<file path="config.mk">
export PLATFORM = sky130hd
export DESIGN_NAME = keyword_substitution_cipher_unit
export DESIGN_NICKNAME = d
export VERILOG_FILES = /design/src/design/kwsc_pkg.sv /design/src/design/kwsc_table.sv /design/src/design/keyword_substitution_cipher_unit.sv
export SDC_FILE = /design/constraint.sdc
export NUM_CORES = 1
export LEC_CHECK = 0
export ABC_CLOCK_PERIOD_IN_PS = 11200
export BUFFER_PORTS_ARGS = -buffer_cell sky130_fd_sc_hd__buf_2
export CORE_ASPECT_RATIO = 0.7
export CORE_MARGIN = 4
export CORE_UTILIZATION = 30
export CTS_CLUSTER_DIAMETER = 80
export DETAILED_ROUTE_END_ITERATION = 12
export GPL_TIMING_DRIVEN = 0
export HOLD_SLACK_MARGIN = 0.06
export PLACE_DENSITY_LB_ADDON = 0.25
export SLEW_MARGIN = 20
export SYNTH_ARGS = -nofsm -noshare
export SYNTH_HDL_FRONTEND = slang
export SYNTH_SLANG_ARGS = --single-unit
</file>
<file path="constraint.sdc">
create_clock -name clk -period 11.2 [get_ports clk]
set_clock_uncertainty 0.2 [all_clocks]
set_input_delay 0.56 -clock clk [delete_from_list [all_inputs] [get_ports clk]]
set_output_delay 0.56 -clock clk [all_outputs]
set_load 0.01 [all_outputs]
</file>
<file path="src/design/kwsc_pkg.sv">
`default_nettype none
// ----------------------------------------------------------------------------
// kwsc_pkg
// Shared types, codes and helpers for the keyword substitution cipher unit.
// ----------------------------------------------------------------------------
package kwsc_pkg;

  localparam int ALPHA_SIZE = 26;
  localparam int LW         = $clog2(ALPHA_SIZE);

  typedef logic [LW-1:0] letter_t;
  typedef logic [LW:0]   count_t;

  localparam letter_t LAST_LETTER = letter_t'(ALPHA_SIZE - 1);
  localparam count_t  FULL_COUNT  = count_t'(ALPHA_SIZE);

  // ASCII codes
  localparam logic [7:0] CH_SPACE = 8'd32;
  localparam logic [7:0] CASE_GAP = 8'd32;
  localparam logic [7:0] UC_A     = 8'h41;
  localparam logic [7:0] UC_Z     = 8'h5A;
  localparam logic [7:0] LC_A     = 8'd97;
  localparam logic [7:0] LC_Z     = 8'h7A;
  localparam logic [7:0] CH_NUL   = 8'd0;

  typedef enum logic [1:0] {
    OP_KEY = 2'd0,
    OP_END = 2'd1,
    OP_ENC = 2'd2,
    OP_DEC = 2'd3
  } op_t;

  typedef struct packed {
    logic    is_letter;
    letter_t idx;
  } fold_t;

  // Requests from the sequencer to the table.
  typedef struct packed {
    logic    clear;
    logic    append;
    letter_t letter;
    logic    set_complete;
    logic    rd;
    letter_t rd_addr;
  } tbl_cmd_t;

  // Table status seen by the sequencer.
  typedef struct packed {
    logic [ALPHA_SIZE-1:0] used;
    count_t                fill_count;
    logic                  complete;
  } tbl_stat_t;

  function automatic fold_t letter_fold(input logic [7:0] c);
    logic [7:0] f;
    fold_t      r;
    f = c;
    if (c inside {[UC_A:UC_Z]}) begin
      f = c + CASE_GAP;
    end
    r.is_letter = (f inside {[LC_A:LC_Z]});
    r.idx       = letter_t'(f - LC_A);
    return r;
  endfunction

endpackage
`default_nettype wire

</file>
<file path="src/design/kwsc_table.sv">
`default_nettype none
// ----------------------------------------------------------------------------
// kwsc_table
// Cipher alphabet store: forward and inverse tables, used-letter mask and
// fill count, with one append unit shared by key words and the key-end fill.
// ----------------------------------------------------------------------------
module kwsc_table (
  input  wire logic                clk,
  input  wire logic                rst,
  input  wire kwsc_pkg::tbl_cmd_t  cmd,
  output kwsc_pkg::tbl_stat_t      stat,
  output kwsc_pkg::letter_t        fwd_q,
  output kwsc_pkg::letter_t        inv_q
);
  import kwsc_pkg::*;

  letter_t fwd_mem [ALPHA_SIZE];
  letter_t inv_mem [ALPHA_SIZE];

  logic [ALPHA_SIZE-1:0] used;
  logic [ALPHA_SIZE-1:0] used_next;
  count_t                fill_count;
  count_t                fill_count_next;
  logic                  complete;
  logic                  complete_next;
  logic [ALPHA_SIZE-1:0] used_eff;
  count_t                count_eff;
  logic                  do_append;

  // A clear in the same cycle as an append acts first.
  always_comb begin
    used_eff  = cmd.clear ? '0 : used;
    count_eff = cmd.clear ? '0 : fill_count;
    do_append = cmd.append && !used_eff[cmd.letter] && (count_eff < FULL_COUNT);

    used_next       = used_eff;
    fill_count_next = count_eff;
    if (do_append) begin
      used_next[cmd.letter] = 1'b1;
      fill_count_next       = count_eff + count_t'(1);
    end

    complete_next = complete;
    if (cmd.clear) begin
      complete_next = 1'b0;
    end else if (cmd.set_complete) begin
      complete_next = 1'b1;
    end
  end

  always_ff @(posedge clk) begin
    if (rst) begin
      used       <= '0;
      fill_count <= '0;
      complete   <= 1'b0;
    end else begin
      used       <= used_next;
      fill_count <= fill_count_next;
      complete   <= complete_next;
    end
  end

  always_ff @(posedge clk) begin
    if (do_append) begin
      fwd_mem[count_eff[LW-1:0]] <= cmd.letter;
      inv_mem[cmd.letter]        <= count_eff[LW-1:0];
    end
  end

  always_ff @(posedge clk) begin
    if (cmd.rd) begin
      fwd_q <= fwd_mem[cmd.rd_addr];
      inv_q <= inv_mem[cmd.rd_addr];
    end
  end

  assign stat.used       = used;
  assign stat.fill_count = fill_count;
  assign stat.complete   = complete;

endmodule
`default_nettype wire

</file>
<file path="src/design/keyword_substitution_cipher_unit.sv">
`default_nettype none
// ----------------------------------------------------------------------------
// keyword_substitution_cipher_unit
// Keyword monoalphabetic substitution: builds the cipher alphabet from key
// words and encrypts or decrypts one character per word.
//
//  channel | signals                      | dir | word contents
//  in      | in_valid, in_stall           | in  | operation, char_in
//  out     | out_valid, out_stall         | out | char_out
//
// Key character: one append through the shared table unit.
// Key end: the append unit walks all 26 letters in order.
// Encrypt/decrypt: registered table read, then result load;
//   bytes that are neither letters nor space give no word.
// Reset clears the used mask, fill count and complete flag at once.
// A stalled output word holds the lookup stage until it is taken.
// ----------------------------------------------------------------------------
module keyword_substitution_cipher_unit (
  input  wire logic       clk,
  input  wire logic       rst,
  input  wire logic       in_valid,
  output logic            in_stall,
  input  wire logic [1:0] operation,
  input  wire logic [7:0] char_in,
  output logic            out_valid,
  input  wire logic       out_stall,
  output logic [7:0]      char_out
);
  import kwsc_pkg::*;

  typedef enum logic [2:0] {
    S_IDLE = 3'b001,
    S_FILL = 3'b010,
    S_LOOK = 3'b100
  } state_t;

  state_t    state;
  state_t    state_next;
  letter_t   fill_j;
  letter_t   fill_j_next;
  logic      look_enc;
  logic      look_space;
  letter_t   look_idx;
  tbl_cmd_t  cmd;
  tbl_stat_t stat;
  letter_t   fwd_q;
  letter_t   inv_q;
  fold_t     fold;
  op_t       op;
  logic      accept;
  logic      out_free;
  logic [7:0] result;

  kwsc_table u_table (
    .clk   (clk),
    .rst   (rst),
    .cmd   (cmd),
    .stat  (stat),
    .fwd_q (fwd_q),
    .inv_q (inv_q)
  );

  assign in_stall = (state != S_IDLE);
  assign accept   = in_valid && !in_stall;
  assign op       = op_t'(operation);
  assign fold     = letter_fold(char_in);
  assign out_free = !out_valid || !out_stall;

  always_comb begin
    cmd         = '0;
    state_next  = state;
    fill_j_next = fill_j;
    case (state)
      S_IDLE: begin
        if (accept) begin
          case (op)
            OP_KEY: begin
              cmd.clear  = stat.complete;
              cmd.append = fold.is_letter;
              cmd.letter = fold.idx;
            end
            OP_END: begin
              fill_j_next = '0;
              state_next  = S_FILL;
            end
            default: begin
              cmd.rd      = fold.is_letter;
              cmd.rd_addr = fold.idx;
              if (fold.is_letter || char_in == CH_SPACE) begin
                state_next = S_LOOK;
              end
            end
          endcase
        end
      end
      S_FILL: begin
        cmd.append  = 1'b1;
        cmd.letter  = fill_j;
        fill_j_next = fill_j + letter_t'(1);
        if (fill_j == LAST_LETTER) begin
          cmd.set_complete = 1'b1;
          state_next       = S_IDLE;
        end
      end
      S_LOOK: begin
        if (out_free) begin
          state_next = S_IDLE;
        end
      end
      default: begin
        state_next = S_IDLE;
      end
    endcase
  end

  always_comb begin
    if (look_space) begin
      result = CH_SPACE;
    end else if (look_enc) begin
      result = (count_t'(look_idx) < stat.fill_count) ? (LC_A + 8'(fwd_q)) : CH_NUL;
    end else begin
      result = stat.used[look_idx] ? (LC_A + 8'(inv_q)) : LC_A;
    end
  end

  always_ff @(posedge clk) begin
    if (rst) begin
      state     <= S_IDLE;
      out_valid <= 1'b0;
    end else begin
      state <= state_next;
      if (state == S_LOOK && out_free) begin
        out_valid <= 1'b1;
      end else if (!out_stall) begin
        out_valid <= 1'b0;
      end
    end
  end

  always_ff @(posedge clk) begin
    fill_j <= fill_j_next;
    if (accept) begin
      look_enc   <= (op == OP_ENC);
      look_space <= (char_in == CH_SPACE);
      look_idx   <= fold.idx;
    end
    if (state == S_LOOK && out_free) begin
      char_out <= result;
    end
  end

  // The used mask and fill count track each other.
  a_count_matches_mask: assert property (@(posedge clk) disable iff (rst)
    $countones(stat.used) == int'(stat.fill_count))
    else $error("fill count differs from used-letter mask");

  a_count_bound: assert property (@(posedge clk) disable iff (rst)
    stat.fill_count <= FULL_COUNT)
    else $error("fill count beyond alphabet size");

  a_fill_done: assert property (@(posedge clk) disable iff (rst)
    (state == S_FILL && fill_j == LAST_LETTER) |=>
      (stat.complete && stat.fill_count == FULL_COUNT && stat.used == '1))
    else $error("key-end fill left the table incomplete");

  a_word_from_lookup: assert property (@(posedge clk) disable iff (rst)
    $rose(out_valid) |-> $past(state == S_LOOK))
    else $error("output word raised outside lookup");

  a_no_accept_busy: assert property (@(posedge clk) disable iff (rst)
    (state == S_FILL || state == S_LOOK) |-> in_stall)
    else $error("input taken while busy");

endmodule
`default_nettype wire

</file>
## Yosys cells after proc, flatten, opt, wreduce, memory -nomap -nowiden

Memories as Yosys holds them, arrays and structs flattened. A register that Yosys moved wholly into a read port is not among the register bits.
Cells that the tools add are included.

- Bits in registers: 57
- Latch bits: 0
- Bits in writable memories: 260
- ROM bits: 0
- Output and inout bits: 10
- Memories: 2

Memories:

| name | depth | bits a word | read ports | clocked after Yosys merged registers in | wr ports | line | text |
|---|---|---|---|---|---|---|---|
| u_table.fwd_mem | 26 | 5 | 1 | 1 | 1 | kwsc_table.sv:17 | `letter_t fwd_mem [ALPHA_SIZE];` |
| u_table.inv_mem | 26 | 5 | 1 | 1 | 1 | kwsc_table.sv:18 | `letter_t inv_mem [ALPHA_SIZE];` |

- Add/sub/neg operators: 6
- Multipliers: 0
- Divide/modulo/power cells: 0
- Order comparisons: 9
- Equal/unequal tests: 15
- Shifts and indexed selects: 0
- Multiplexer cells: 36
- Bitwise logic cells: 1
- Reduce and logical (&&, ||, !) cells: 19

Operators with widths:

| cell | count |
|---|---|
| 26-bit 2-to-1 mux | 2 |
| 8-bit 2-to-1 mux | 4 |
| 6-bit 2-to-1 mux | 5 |
| 26-bit OR | 1 |
| 7-bit by 5-bit adder with 8-bit output (first input constant) | 2 |
| 8-bit by 7-bit >= comparator with 1-bit output (second input constant) | 2 |
| 8-bit by 7-bit less-or-equal comparator with 1-bit output (second input constant) | 2 |
| 7-bit 2-to-1 mux | 2 |
| 5-bit by 6-bit < comparator with 1-bit output (second input constant) | 2 |
| 3-bit 2-to-1 mux | 4 |
| 6-bit case mux with 2 select lines | 1 |
| 1-bit binary-select mux with 5-bit select | 2 |
| 1-bit 2-to-1 mux | 10 |
| 5-bit 2-to-1 mux | 2 |
| 5-bit case mux with 2 select lines | 1 |
| 3-bit case mux with 3 select lines | 1 |
| 8-bit by 6-bit adder with 8-bit output (second input constant) | 1 |
| 8-bit by 6-bit == test with 1-bit output (second input constant) | 1 |
| 2-bit != test (second input constant) | 4 |
| 1-bit logical AND | 7 |
| 6-bit by 1-bit adder with 6-bit output (second input constant) | 1 |
| 5-bit by 6-bit < comparator with 1-bit output | 1 |
| 6-bit by 5-bit < comparator with 1-bit output (second input constant) | 1 |
| 3-bit case mux with 2 select lines | 1 |
| other kinds (20) | 26 |

## Longest topological paths before layout

Gate-level depths: netlist (run 1).

- Depth after elaboration: 16
- Depth in mapped cells: 15
- Gate-level depth less buffers: 10

## Cells and area by module

From an unflattened synthesis (run 1), not the netlist that was laid out.

- Cells, all modules: 840
- Area, all modules: 14161.1 um^2

Modules (own cells, without submodules):

| module | instances | cells an instance | area each (um^2) | seq. area each (um^2) |
|---|---|---|---|---|
| kwsc_table | 1 | 635 | 12236.7 | 8768.4 |
| keyword_substitution_cipher_unit | 1 | 205 | 1924.3 | 680.7 |

## Worst setup path after synthesis (run 1)

OpenSTA, ideal clock, no wires.

- Kind: input -> register
- From: input port char_in[0]
- To: memory u_table.inv_mem[10][0] (netlist bit), enable pin
- Setup time: 0.381 ns
- Arrival: 3.614 ns
- Required time: 10.619 ns
- Slack: 7.005 ns
- Stages: 12
- Path buffers: 3
- Cell sequence: inv_1 -> clkbuf_1 -> clkbuf_1 -> ha_1 -> nor3b_1 -> xor2_1 -> o21a_1 -> a311oi_1 -> o21bai_1 -> nand4_2 -> buf_2 -> nor4_1

RTL lines:

| item | line | text |
|---|---|---|
| from (decl) | keyword_substitution_cipher_unit.sv:24 | `input wire logic [7:0] char_in,` |
| to (decl) | kwsc_table.sv:18 |  |

==> flow_summary.ini, run 1 <==
[layout]
nets = 1265
diodes = 0
multi_input_area_um2 = 4805
drive_above_1_share = 0.1389
syn_to_final_growth_pct = 14.87
final_area_um2 = 16790
utilization = 0.3496
seqCellArea_um2 = 9449
fillerInstances = 4677

[clocking]
clock_sinks = 327
clk_pin_slew_ns = 0.06
cts_buffer_depth = 3
cts_repair_resize_count = 0
htreeDepth = 2
cts_tree = yes
cts_setup_buffers = 0
hold_buffers = 0
cts_root_buffer = clkbuf_16
clk_latency_ns = 0.52
cts_buffers = 34

[timing]
finalSetupViolCount = 0
fmax_mhz = 175.6
fin_tns_setup_ns = 0
drv_slew = 0
tightest_slew_ns = 1.195
relSlewSlack = 0.1930
hold_viol = 0
rsz0062_at_grt = no
period_minus_slack_ns = 5.694
post-route-period-util = 0.5084

[global_routing]
antenna_found_initial = 1
gr-usage-all-layers = 0.1642
grt_max_degree = 35
first_global_vias = 9623
grt_pass1_wl_mm = 63.89
grt-ovfl-total = 0

[logic_synthesis]
synthArstFlopShare = 0
synth-edff-count = 290
synth.most_common_cell = edfxtp_1
synth_flop_cell = edfxtp_1
synth.largest_area_cell = edfxtp_1
ys_warn_count = 0
ys_ff_latch = 327
synthTopCellsByArea = edfxtp_1 60%, dfxtp_1 5.1%, nand2_1 4.8%, mux4_2 2.6%, nand3_1 1.9%
syn_nets = 1203
seq_area_frac_synth = 0.6464
netlist_instances = 1172
syn_area_um2 = 14620
synth.top_cell.area_share = 0.5957
synth_common_cells = 290 x edfxtp_1, 187 x nand2_1, 63 x clkbuf_1, 56 x nand3_1
ys_types = 74
synth.avg_cell_area_um2 = 12.47

[placed_design]
dpl.hpwl_mm = 30.74
place_congestion = 0.8801
io_buffers = 23
placed_cell_area_um2 = 15660

[floorplan]
die_area_um2 = 52380
die_w_um = 271.8
start_util = 0.3043
die_h_um = 192.7
fp-row-count = 67
ios = 24
coreArea_um2 = 48030

[setup_path]
path_max_fanout = 34
rrSetupSlack_ns = 6.34
crit_required_ns = 11.14
cp.arrival_ns = 5.63
worstSetupEndpointType = flop
worstSetupPathType = input pin to flop
start_kind = input pin

[power_and_ir_drop]
clkPwrFrac = 0.432
combPwrFrac = 0.070
switching_share = 0.2299
power.internal_mw = 2.053
total_leakage_power_nw = 5.503
seq_power_share = 0.499
switching_power_mw = 0.6130
power.total_mw = 2.666
peakVddDrop_uv = 101.6
power.density_nw_per_um2 = 158.8

[route]
routed_wl_mm = 43.21
drtIter0Drc = 1078
vias = 10090
via_per_inst = 5.269
drcViolationCount = 0
drtAntennaViolNets = 0
post_drt_wl_per_cell_um = 22.57
first_pass_iters = 5

[status]
status = completed

[hold_path]
hold_path_class = input pin to flop

[job]
cap_violations = 0
[power by group through the flow]
stage          registers (mW)  clock network (mW)  logic [mW]
6_report                 1.33                1.15       0.186
3_3_place_gp             1.36                   0       0.178
5_1_grt                  1.33                1.23       0.200
2_1_floorplan            1.35                   0       0.109
3_5_place_dp             1.36                   0       0.182
4_1_cts                  1.33                1.17       0.183
[per-layer routing]
| layer | wire (um) | share of wire | global-route usage | up-vias |
|---|---|---|---|---|
| met4 | 811 | 0.019 | 0.03538 | 0 |
| met5 | 0 | 0 | 0 | - |
| met3 | 3660 | 0.085 | 0.04549 | 68 |
| li1 | - | - | - | 4588 |
| met1 | 21720 | 0.50 | 0.2573 | 5065 |
| met2 | 17020 | 0.39 | 0.2223 | 369 |
[metrics by stage]
stage	std cells	hold WS [ns]	worst slack, ns
floorplan	1172	0.2352	7.005
global placement	1850	0.2574	4.947
detailed placement	1853	0.2568	5.049
CTS	1915	0.1061	5.558
global route	1915	0.1276	5.149
finish	1915	0.1300	5.506
[path summary, 6_finish.rpt]
kind / from / endpoint / cells after the start
setup reg to reg: state[1] / u_table.inv_q[3] / 8
hold / removal: out_stall / out_valid / 3
setup / recovery: char_in[0] / u_table.fwd_mem[16][2] / 15
hold reg to reg: u_table.used[23] / u_table.used[23] / 2
[layout make-up]
class	instances	area share
well taps	655	0.04880
inverters	27	0.006482
multi-input cells	745	0.2861
repair buffers	26	0.01103
clock buffers	47	0.05991
clock inverters	15	0.007153
flip-flops and latches	327	0.5627
plain buffers	73	0.01781
[cell families after synthesis]
| kind of cell | Yosys count | synth area share |
|---|---|---|
| buf+inv | 100 | 0.02790 |
| simple gates | 452 | 0.1508 |
| compound gates | 232 | 0.1131 |
| fa+ha+maj | 17 | 0.01455 |
| mux | 32 | 0.03826 |
| flops | 327 | 0.6464 |
| xor+xnor | 12 | 0.008987 |
[sequential cells by signal, summed over array words and instances, names as in the netlist]
name                count
u_table.complete        1
fill_j                  5
out_valid               1
u_table.fwd_q           5
u_table.inv_mem       130
u_table.inv_q           5
state                   3
u_table.used           26
look_enc                1
u_table.fwd_mem       130
char_out                8
look_idx                5
look_space              1
u_table.fill_count      6
[placed cells by master, fill, tap and decap left out, drive strengths merged, types with 22 or more instances in the layout]
cell      n
nor3     53
o22ai    22
edfxtp  290
o21ai    59
buf      36
clkbuf  110
nand3    56
or2      28
nand2   188
inv      27
dfxtp    37
and3     24
nor2     54
[critical path: stages]
cell	delay, ns
buf_2	0.17
inv_1	0.22
clkbuf_1	0.53
clkbuf_1	0.63
ha_1	0.41
xor2_4	0.17
a21boi_4	0.45
clkinv_4	0.44
nand2_4	0.23
a31oi_1	0.08
o21bai_1	0.33
nand4_2	0.17
buf_6	0.19
buf_4	0.20
nor3_1	0.81
Power figures use the tool's default switching activity.
==> run 2, diff against run 1 <==
--- a/config.mk
+++ b/config.mk
@@ -5,7 +5,7 @@
 export SDC_FILE = /design/constraint.sdc
 export NUM_CORES = 1
 export LEC_CHECK = 0
-export ABC_CLOCK_PERIOD_IN_PS = 11200
+export ABC_CLOCK_PERIOD_IN_PS = 5600
 export BUFFER_PORTS_ARGS = -buffer_cell sky130_fd_sc_hd__buf_2
 export CORE_ASPECT_RATIO = 0.7
 export CORE_MARGIN = 4
==> constraint.sdc (replaced) <==
create_clock -name clk -period 5.6 [get_ports clk]
set_clock_uncertainty 0.2 [all_clocks]
set_input_delay 0.28 -clock clk [delete_from_list [all_inputs] [get_ports clk]]
set_output_delay 0.28 -clock clk [all_outputs]
set_load 0.01 [all_outputs]
==> flow_summary.ini, run 2 (synthesized netlist as in run 1, its figures left out) <==
[timing]
rsz0062_at_grt = no
relSlewSlack = 0.2031
finalSetupViolCount = 0
fmax_mhz = 195.4
period_minus_slack_ns = 5.118
holdWs_ns = 0.1732
final.setup.worst_slack_ns = 0.4821
post-route-period-util = 0.9139
drv_slew = 0
tightest_slew_ns = 1.195
hold_viol = 0

[global_routing]
first_global_vias = 9652
grt_pass1_wl_mm = 64.05
grt-ovfl-total = 0
grt_max_degree = 35
gr-usage-all-layers = 0.1645
antenna_found_initial = 1

[route]
drcViolationCount = 0
via_per_inst = 5.260
routed_wl_mm = 43.39
post_drt_wl_per_cell_um = 22.59
drtAntennaViolNets = 0
first_pass_iters = 5
vias = 10110
drtIter0Drc = 1224

[clocking]
cts_buffer_depth = 3
clk_latency_ns = 0.52
cts_setup_buffers = 0
cts_buffers = 34
htreeDepth = 2
cts_tree = yes
clk_pin_slew_ns = 0.06
clock_sinks = 327
cts_root_buffer = clkbuf_16

[layout]
syn_to_final_growth_pct = 15.50
fillerInstances = 4675
diodes = 0
utilization = 0.3515
multi_input_area_um2 = 4836
drive_above_1_share = 0.1438
final_cell_mix = 290 x edfxtp_1, 187 x nand2_1, 68 x clkbuf_1
final_common_cell = edfxtp_1
seqCellArea_um2 = 9449
nets = 1271

[placed_design]
dpl.hpwl_mm = 30.74
io_buffers = 23
pre_cts_ws_ns = -0.2708
place_congestion = 0.8801

[power_and_ir_drop]
total_leakage_power_nw = 5.538
peakVddDrop_uv = 204.1
power.density_nw_per_um2 = 316.5

[hold_path]
whs_path_depth = 5
hold_path_class = input pin to flop

[floorplan]
die_w_um = 271.8
die_area_um2 = 52380
fp-row-count = 67
coreArea_um2 = 48030
start_util = 0.3043
ios = 24
die_h_um = 192.7

[job]
cap_violations = 0

[setup_path]
path_max_fanout = 13
reg2reg_depth = 8
start_kind = input pin
rrSetupSlack_ns = 0.69
worstSetupEndpointType = flop
crit_required_ns = 5.60
cp.arrival_ns = 5.12
worstSetupPathType = input pin to flop

[status]
status = completed
[run 2: worst paths after layout]
kind	startpoint	end
setup / recovery	char_in[0]	u_table.inv_q[3]
hold / removal	char_in[6]	state[2]
setup reg to reg	state[1]	u_table.inv_q[3]
hold reg to reg	u_table.used[23]	u_table.used[23]
[run 2: metal layers]
layer,GRT usage,wire (um),vias up
met4,0.03538,809,0
met5,0,0,-
met2,0.2231,17080,375
met3,0.04549,3952,64
met1,0.2576,21550,5067
li1,-,-,4599
[run 2: where the power goes]
group          leakage, nW  internal, mW  switching, mW
clock network        0.557          1.35          0.957
logic                 1.99         0.113          0.263
registers             2.99          2.64         0.0146
[run 2: layout make-up]
type                       instances  share of cell area
tap                              655             0.04854
clock buffer                      47             0.05958
sequential                       327              0.5596
clock inverter                    15            0.007114
inverter                          27            0.006447
timing repair buffer              32             0.01452
multi-input combinational        745              0.2864
buffer                            73             0.01778
[run 2: critical path: stages]
cell      delay, ns
buf_2          0.17
inv_1          0.22
clkbuf_1       0.54
clkbuf_2       0.44
ha_1           0.36
xor2_4         0.32
nand3_1        0.51
clkbuf_1       0.41
clkbuf_1       0.31
nand2_1        0.13
a31oi_1        0.09
a221oi_1       1.03
o22ai_1        0.30
[run 2: timing repair]
item / in CTS / in global routing
gates resized for setup: 0 / 8
hold endpoints to repair: 7 / 0
endpoints found under the setup margin: 0 / 57
hold buffers: 6 / 0
[run 2: stage by stage]
step                      instances  cell area, um2  total power, mW  TNS (ns)
after floorplan                1172           14620            2.922         0
after global placement         1850           15550            3.067    -27.93
after detailed placement       1853           15660            3.074    -18.24
after CTS                      1921           16850            5.372         0
after global routing           1921           16880            5.518         0
final                          1921           16880            5.344         0
